<file path="config.mk">
export PLATFORM = sky130hd
export DESIGN_NAME = min_priority_queue
export DESIGN_NICKNAME = d
export VERILOG_FILES = /design/src/hw/rtl/mpq_pkg.sv /design/src/hw/rtl/mpq_cell.sv /design/src/hw/rtl/min_priority_queue.sv
export SDC_FILE = /design/constraint.sdc
export NUM_CORES = 2
export LEC_CHECK = 0
export ABC_AREA = 1
export BUFFER_PORTS_ARGS = -buffer_cell sky130_fd_sc_hd__buf_2
export CAP_MARGIN = 15
export CORE_ASPECT_RATIO = 0.75
export CORE_UTILIZATION = 55
export DETAILED_ROUTE_END_ITERATION = 7
export PLACE_DENSITY = 0.82
export SETUP_SLACK_MARGIN = 0.15
export SKIP_CTS_REPAIR_TIMING = 1
export SLEW_MARGIN = 10
export SYNTH_ARGS = -nofsm -noshare
export SYNTH_HDL_FRONTEND = slang
export SYNTH_HIERARCHICAL = 1
export SYNTH_SLANG_ARGS = --single-unit
</file>
<file path="constraint.sdc">
create_clock -name clk -period 10.1 [get_ports clk]
set_input_delay 0.505 -clock clk [delete_from_list [all_inputs] [get_ports clk]]
set_output_delay 0.505 -clock clk [all_outputs]
set_load 0.05 [all_outputs]
</file>
<file path="src/hw/rtl/mpq_pkg.sv">
// ----------------------------------------------------------------------------
// mpq_pkg: shared types and constants of the sorted priority queue
// Field widths, operation codes and the structs that pass between cells.
// ----------------------------------------------------------------------------
package mpq_pkg;

  localparam int VAL_W  = 32;
  localparam int PRI_W  = 16;
  localparam int FILL_W = 5;
  localparam int IN_DATA_W  = 48;
  localparam int OUT_DATA_W = 40;

  localparam logic OP_INSERT = 1'b0;
  localparam logic OP_REMOVE = 1'b1;

  localparam logic [VAL_W-1:0] EMPTY_VALUE = '1;

  // Command broadcast to every cell for one accepted request.
  typedef struct packed {
    logic             ins;    // insert that fits
    logic             rem;    // remove from a non-empty queue
    logic             front;  // new entry goes ahead of the head entry
    logic [VAL_W-1:0] value;
    logic [PRI_W-1:0] prio;
  } cmd_t;

  // What a cell shows to its neighbors.
  typedef struct packed {
    logic             valid;
    logic             at_or_after;  // insertion point is at or ahead of this cell
    logic [VAL_W-1:0] value;
    logic [PRI_W-1:0] prio;
  } link_t;

  // Virtual neighbor ahead of the head cell: always occupied, never shifts.
  localparam link_t HEAD_LINK = '{valid: 1'b1, at_or_after: 1'b0, value: '0, prio: '0};
  // Virtual neighbor behind the tail cell: always empty.
  localparam link_t TAIL_LINK = '{valid: 1'b0, at_or_after: 1'b1, value: '0, prio: '0};

endpackage

</file>
<file path="src/hw/rtl/mpq_cell.sv">
// ----------------------------------------------------------------------------
// mpq_cell: one slot of the sorted priority queue
// Holds one entry; on each request it keeps it, takes the new entry, or takes
// the entry of the left or right neighbor.
// ----------------------------------------------------------------------------
module mpq_cell (
  input  logic           clk,
  input  logic           rst_n,
  input  mpq_pkg::cmd_t  cmd,
  input  mpq_pkg::link_t left,
  input  mpq_pkg::link_t right,
  output mpq_pkg::link_t self_o
);
  import mpq_pkg::*;

  logic             valid_r, valid_nxt;
  logic [VAL_W-1:0] value_r, value_nxt;
  logic [PRI_W-1:0] prio_r, prio_nxt;
  logic             at_or_after;

  // The queue is sorted, so the insertion point lies at or ahead of this
  // cell when the new entry goes to the front, this slot is free, or this
  // entry has a strictly larger priority number.
  assign at_or_after = cmd.front || !valid_r || (prio_r > cmd.prio);

  always_comb begin
    valid_nxt = valid_r;
    value_nxt = value_r;
    prio_nxt  = prio_r;
    if (cmd.ins) begin
      valid_nxt = left.valid;
      if (left.at_or_after) begin
        value_nxt = left.value;
        prio_nxt  = left.prio;
      end else if (at_or_after) begin
        value_nxt = cmd.value;
        prio_nxt  = cmd.prio;
      end
    end else if (cmd.rem) begin
      valid_nxt = right.valid;
      value_nxt = right.value;
      prio_nxt  = right.prio;
    end
  end

  always_ff @(posedge clk) begin
    if (!rst_n) begin
      valid_r <= 1'b0;
    end else begin
      valid_r <= valid_nxt;
    end
  end

  always_ff @(posedge clk) begin
    value_r <= value_nxt;
    prio_r  <= prio_nxt;
  end

  assign self_o = '{valid: valid_r, at_or_after: at_or_after, value: value_r, prio: prio_r};

endmodule

</file>
<file path="src/hw/rtl/min_priority_queue.sv">
// ----------------------------------------------------------------------------
// min_priority_queue: sorted priority queue of CAPACITY entries
// Requests arrive on the in_ stream: in_tuser selects insert or remove, and
// in_tdata carries the value and priority of an insert. Entries are kept in
// ascending priority order; a remove returns the entry at the front.
// Every accepted request yields exactly one result on the out_ stream, in
// the cycle after it is accepted. The block takes one request per cycle: all
// cells compare the broadcast priority and shift in the same cycle, so the
// rate is set by that single compare-and-select step in the cell row.
// A result waits in the output register while out_tready is low; a new
// request is still taken in the cycle that result leaves, so the stream
// keeps one request per cycle as long as the receiver keeps up. While the
// receiver stalls, in_tready drops and the queue holds its contents.
// Reset (rst_n low, synchronous) empties the queue and drops any pending
// result; entry storage is not cleared, only the per-cell valid bits.
// A remove from an empty queue returns -1 with was_empty set; an insert
// into a full queue is dropped with overflow set.
// ----------------------------------------------------------------------------
module min_priority_queue #(
  parameter int CAPACITY = 16
) (
  input  logic                              clk,
  input  logic                              rst_n,
  // in_tdata, lowest bit up: item_value[31:0], item_priority[47:32]
  input  logic [mpq_pkg::IN_DATA_W-1:0]     in_tdata,
  // in_tuser: op (0 insert, 1 remove)
  input  logic                              in_tuser,
  input  logic                              in_tvalid,
  output logic                              in_tready,
  // out_tdata, lowest bit up: out_value[31:0], was_empty[32], overflow[33],
  // now_empty[34], fill_level[39:35]
  output logic [mpq_pkg::OUT_DATA_W-1:0]    out_tdata,
  output logic                              out_tvalid,
  input  logic                              out_tready
);
  import mpq_pkg::*;

  localparam int CNT_W = $clog2(CAPACITY + 1);

  // Request fields.
  logic             acc;
  logic             op;
  logic [VAL_W-1:0] req_value;
  logic [PRI_W-1:0] req_prio;

  // Queue occupancy.
  logic [CNT_W-1:0] cnt_r, cnt_nxt;
  logic             full, empty;

  // Cell row.
  cmd_t  cmd;
  link_t lk  [CAPACITY];
  link_t lft [CAPACITY];
  link_t rgt [CAPACITY];

  // Result register.
  logic                  out_tvalid_r, out_tvalid_nxt;
  logic [OUT_DATA_W-1:0] out_tdata_r, out_tdata_nxt;
  logic [VAL_W-1:0]      res_value;
  logic [CNT_W+FILL_W-1:0] cnt_ext;

  assign in_tready = !out_tvalid_r || out_tready;
  assign acc       = in_tvalid && in_tready;
  assign op        = in_tuser;
  assign req_value = in_tdata[VAL_W-1:0];
  assign req_prio  = in_tdata[VAL_W+PRI_W-1:VAL_W];

  assign full  = (cnt_r == CNT_W'(CAPACITY));
  assign empty = (cnt_r == '0);

  // The head comparison decides whether a tie with the front entry goes in
  // front of it; it is broadcast so every cell sees the same decision.
  always_comb begin
    cmd.ins   = acc && (op == OP_INSERT) && !full;
    cmd.rem   = acc && (op == OP_REMOVE) && !empty;
    cmd.front = lk[0].valid && (req_prio <= lk[0].prio);
    cmd.value = req_value;
    cmd.prio  = req_prio;
  end

  for (genvar i = 0; i < CAPACITY; i++) begin : g_cell
    if (i == 0) begin : g_head
      assign lft[i] = HEAD_LINK;
    end else begin : g_mid
      assign lft[i] = lk[i-1];
    end
    if (i == CAPACITY - 1) begin : g_tail
      assign rgt[i] = TAIL_LINK;
    end else begin : g_body
      assign rgt[i] = lk[i+1];
    end

    mpq_cell u_cell (
      .clk    (clk),
      .rst_n  (rst_n),
      .cmd    (cmd),
      .left   (lft[i]),
      .right  (rgt[i]),
      .self_o (lk[i])
    );
  end

  always_comb begin
    cnt_nxt = cnt_r;
    if (cmd.ins) begin
      cnt_nxt = cnt_r + 1'b1;
    end else if (cmd.rem) begin
      cnt_nxt = cnt_r - 1'b1;
    end
  end

  // Fill level carries the low bits of the count only.
  assign cnt_ext = {{FILL_W{1'b0}}, cnt_nxt};

  always_comb begin
    res_value = '0;
    if (op == OP_REMOVE) begin
      res_value = empty ? EMPTY_VALUE : lk[0].value;
    end
    out_tvalid_nxt = out_tvalid_r;
    out_tdata_nxt  = out_tdata_r;
    if (acc) begin
      out_tvalid_nxt = 1'b1;
      out_tdata_nxt  = {cnt_ext[FILL_W-1:0],
                        (cnt_nxt == '0),
                        (op == OP_INSERT) && full,
                        (op == OP_REMOVE) && empty,
                        res_value};
    end else if (out_tready) begin
      out_tvalid_nxt = 1'b0;
    end
  end

  always_ff @(posedge clk) begin
    if (!rst_n) begin
      cnt_r        <= '0;
      out_tvalid_r <= 1'b0;
    end else begin
      cnt_r        <= cnt_nxt;
      out_tvalid_r <= out_tvalid_nxt;
    end
  end

  always_ff @(posedge clk) begin
    out_tdata_r <= out_tdata_nxt;
  end

  assign out_tvalid = out_tvalid_r;
  assign out_tdata  = out_tdata_r;

  // Checking aids: occupied cells as a vector, and pairwise order.
  logic [CAPACITY-1:0] vld_vec;
  logic                order_ok;

  always_comb begin
    order_ok = 1'b1;
    for (int i = 0; i < CAPACITY; i++) begin
      vld_vec[i] = lk[i].valid;
      if (i > 0 && lk[i].valid && (lk[i-1].prio > lk[i].prio)) begin
        order_ok = 1'b0;
      end
    end
  end

`ifndef ASSERT_OFF
  // The counter agrees with the number of occupied cells.
  a_count_matches: assert property (@(posedge clk) disable iff (!rst_n)
    $countones(vld_vec) == int'(cnt_r))
    else $error("entry count disagrees with occupied cells");

  // Occupied cells always form a run starting at the head.
  a_packed_front: assert property (@(posedge clk) disable iff (!rst_n)
    (vld_vec & (vld_vec + 1'b1)) == '0)
    else $error("occupied cells are not packed toward the head");

  // Occupied entries stay in ascending priority order.
  a_sorted: assert property (@(posedge clk) disable iff (!rst_n) order_ok)
    else $error("queue lost its priority order");

  // An insert into a full queue reports overflow in its result.
  a_overflow: assert property (@(posedge clk) disable iff (!rst_n)
    (acc && (op == OP_INSERT) && full) |=> (out_tvalid && out_tdata[VAL_W+1]))
    else $error("insert into a full queue not flagged");
`endif

endmodule

</file>
==> flow_summary.ini <==
[sta]
relSlewSlack_pct = 23.5
finalSetupViolCount = 0
rsz0062_at_grt = no
hold_viol_final = 0
finalWorstPathRequiredPeriod_ns = 4.58
period_share_pct = 45.3
fin_worst_skew_ns = 0.0231
tns_ns = 0
worst_pin_slew_ns = 1.15
maxSlewViolCount = 0
fmax_ghz = 0.218

[drt]
first_iter_violations = 6286
vias = 42300
wl_mm = 133
ant_nets = 0
remaining_drc_errors = 0
wl_per_cell_um = 18.8
vias_per_cell = 5.98
dr.pass1.iters = 8

[logic_synthesis]
synth-warning-count = 6
syn_avg_cell_area_um2 = 8.45
netlist_instances = 5855
syn_area_um2 = 49500

[worst_setup_path]
end_kind = flip-flop
worstSetupStartpointType = flip-flop
critPathMaxStageDelay_ns = 0.68
cp.required_ns = 10.33
path_max_fanout = 237
critPathKind = flip-flop to flip-flop
cp_num_buf_inv = 5
crit_chain = inv_1 > ha_1 > nand3_4 > nand2_2 > inv_8 > buf_12 > inv_2 > nor2_1 > nand3_1 > nand2_1 > inv_2
cp.arrival_ns = 4.80
ff2ff_setup_slack_ns = 5.52
cp_top_family = buffers and inverters
cpMaxStageDelayCell = inv_2
crit_path_frequent_cell = inv_2

[layout]
syn2layout_area_growth_pct = 6.39
fin_cells = 7085
num-fill-cells = 7512
nets = 6140
drive_gt1_share_pct = 6.31

[clock_tree]
clock_path_buffers = 3
cts_tree = yes
clk_latency_ns = 0.65
clock_sinks = 830
clkSlewWorstSetupHoldPaths_ns = 0.06
cts_buffers = 82
htreeDepth = 3
root_buffer = clkbuf_16

[floorplan]
core_um2 = 88400
die_w_um = 348
rows = 94
die_area_um2 = 91200
die_y_um = 262
io_pins = 95
start_util_pct = 55.9

[power]
p_leak_nw = 21.8
p_per_area_nw_per_um2 = 185
max-vdd-ir-drop_mv = 0.135

[job]
max-cap-violations = 0

[global_routing]
grt_pass1_wl_mm = 212
grt_max_degree = 238
grt_usage_pct = 28.6
antenna_found_initial = 3
grt-ovfl-total = 0
grt_pass1_vias = 38600

[place]
dp_cells = 6929
io_buffers = 94
gp_congestion = 0.882
dpl.hpwl_mm = 92.1

[hold_path]
min_path_type = input pin to flip-flop

[run_status]
status = finished clean
==> where the power goes <==
group          leakage [nW]  switching (mW)  internal (mW)
clock                  1.30            1.36           1.76
combinational          12.6            1.23          0.561
sequential             7.89           0.361           4.45
total                  21.8            2.95           6.78
==> worst register-to-register path: stages, from the launching register on <==
cell     delay [ns]
dfxtp_1        0.37
inv_1          0.09
ha_1           0.29
nand3_4        0.15
nand2_2        0.13
inv_8          0.47
buf_12         0.70
inv_2          1.01
nor2_1         0.30
nand3_1        0.10
nand2_1        0.08
inv_2          0.40
==> layout by cell type, fill, tap and decap left out, types with 94 or more instances in the layout <==
master	count
inv_1	402
o21ai_1	736
nand2_1	1194
conb_1	103
buf_2	94
nor2_1	890
o21ai_0	818
a21oi_1	106
ha_1	274
edfxtp_1	808
==> cell type report <==
| class | count | area [µm²] | area share, % |
|---|---|---|---|
| clock inverter | 41 | 404 | 0.768 |
| timing repair buffer | 131 | 761 | 1.45 |
| tap | 1200 | 1500 | 2.85 |
| inverter | 452 | 1700 | 3.24 |
| sequential | 830 | 24700 | 46.9 |
| clock buffer | 113 | 2270 | 4.32 |
| multi-input combinational | 4316 | 21300 | 40.4 |
| antenna | 2 | 5.00 | 0.00951 |
==> state kept, by name (all words and copies together) (netlist names) <==
signal and flops:
g_cell.u_cell/value_r 512, g_cell.u_cell/prio_r 256, out_tdata 40, g_cell.u_cell/valid_r 16
out_tvalid 1, cnt_r 5
==> metrics by stage <==
step / util [%] / setup WS [ns] / power, mW / instance area [µm²] / hold WS, ns
after floorplan: - / 5.75 / 5.99 / 49800 / 0.500
after global placement: 56.5 / 5.62 / 6.49 / 50000 / 0.502
after detailed placement: 56.5 / 5.58 / 6.59 / 50000 / 0.520
after CTS: 59.5 / 5.90 / 9.67 / 52600 / 0.151
after global routing: 59.5 / 5.47 / 10.1 / 52600 / 0.204
final: 59.5 / 5.52 / 9.72 / 52600 / 0.164
==> final timing paths <==
check	startpoint	to	cells past startpoint
min reg2reg	out_tvalid	out_tvalid	2
max reg2reg	cnt_r[0]	g_cell[14].u_cell/value_r[22]	11
min	out_tready	out_tvalid	4
max	cnt_r[0]	g_cell[14].u_cell/value_r[22]	11
==> routing by layer <==
metal / global-route usage [%] / routed length, µm / vias up
met3: 5.84 / 21100 / 193
li1: - / - / 19700
met2: 39.5 / 53000 / 3005
met5: 0 / 0 / -
met4: 5.62 / 2230 / 0
met1: 46.0 / 57200 / 19500
No activity file was read; power rests on OpenSTA's default activity.
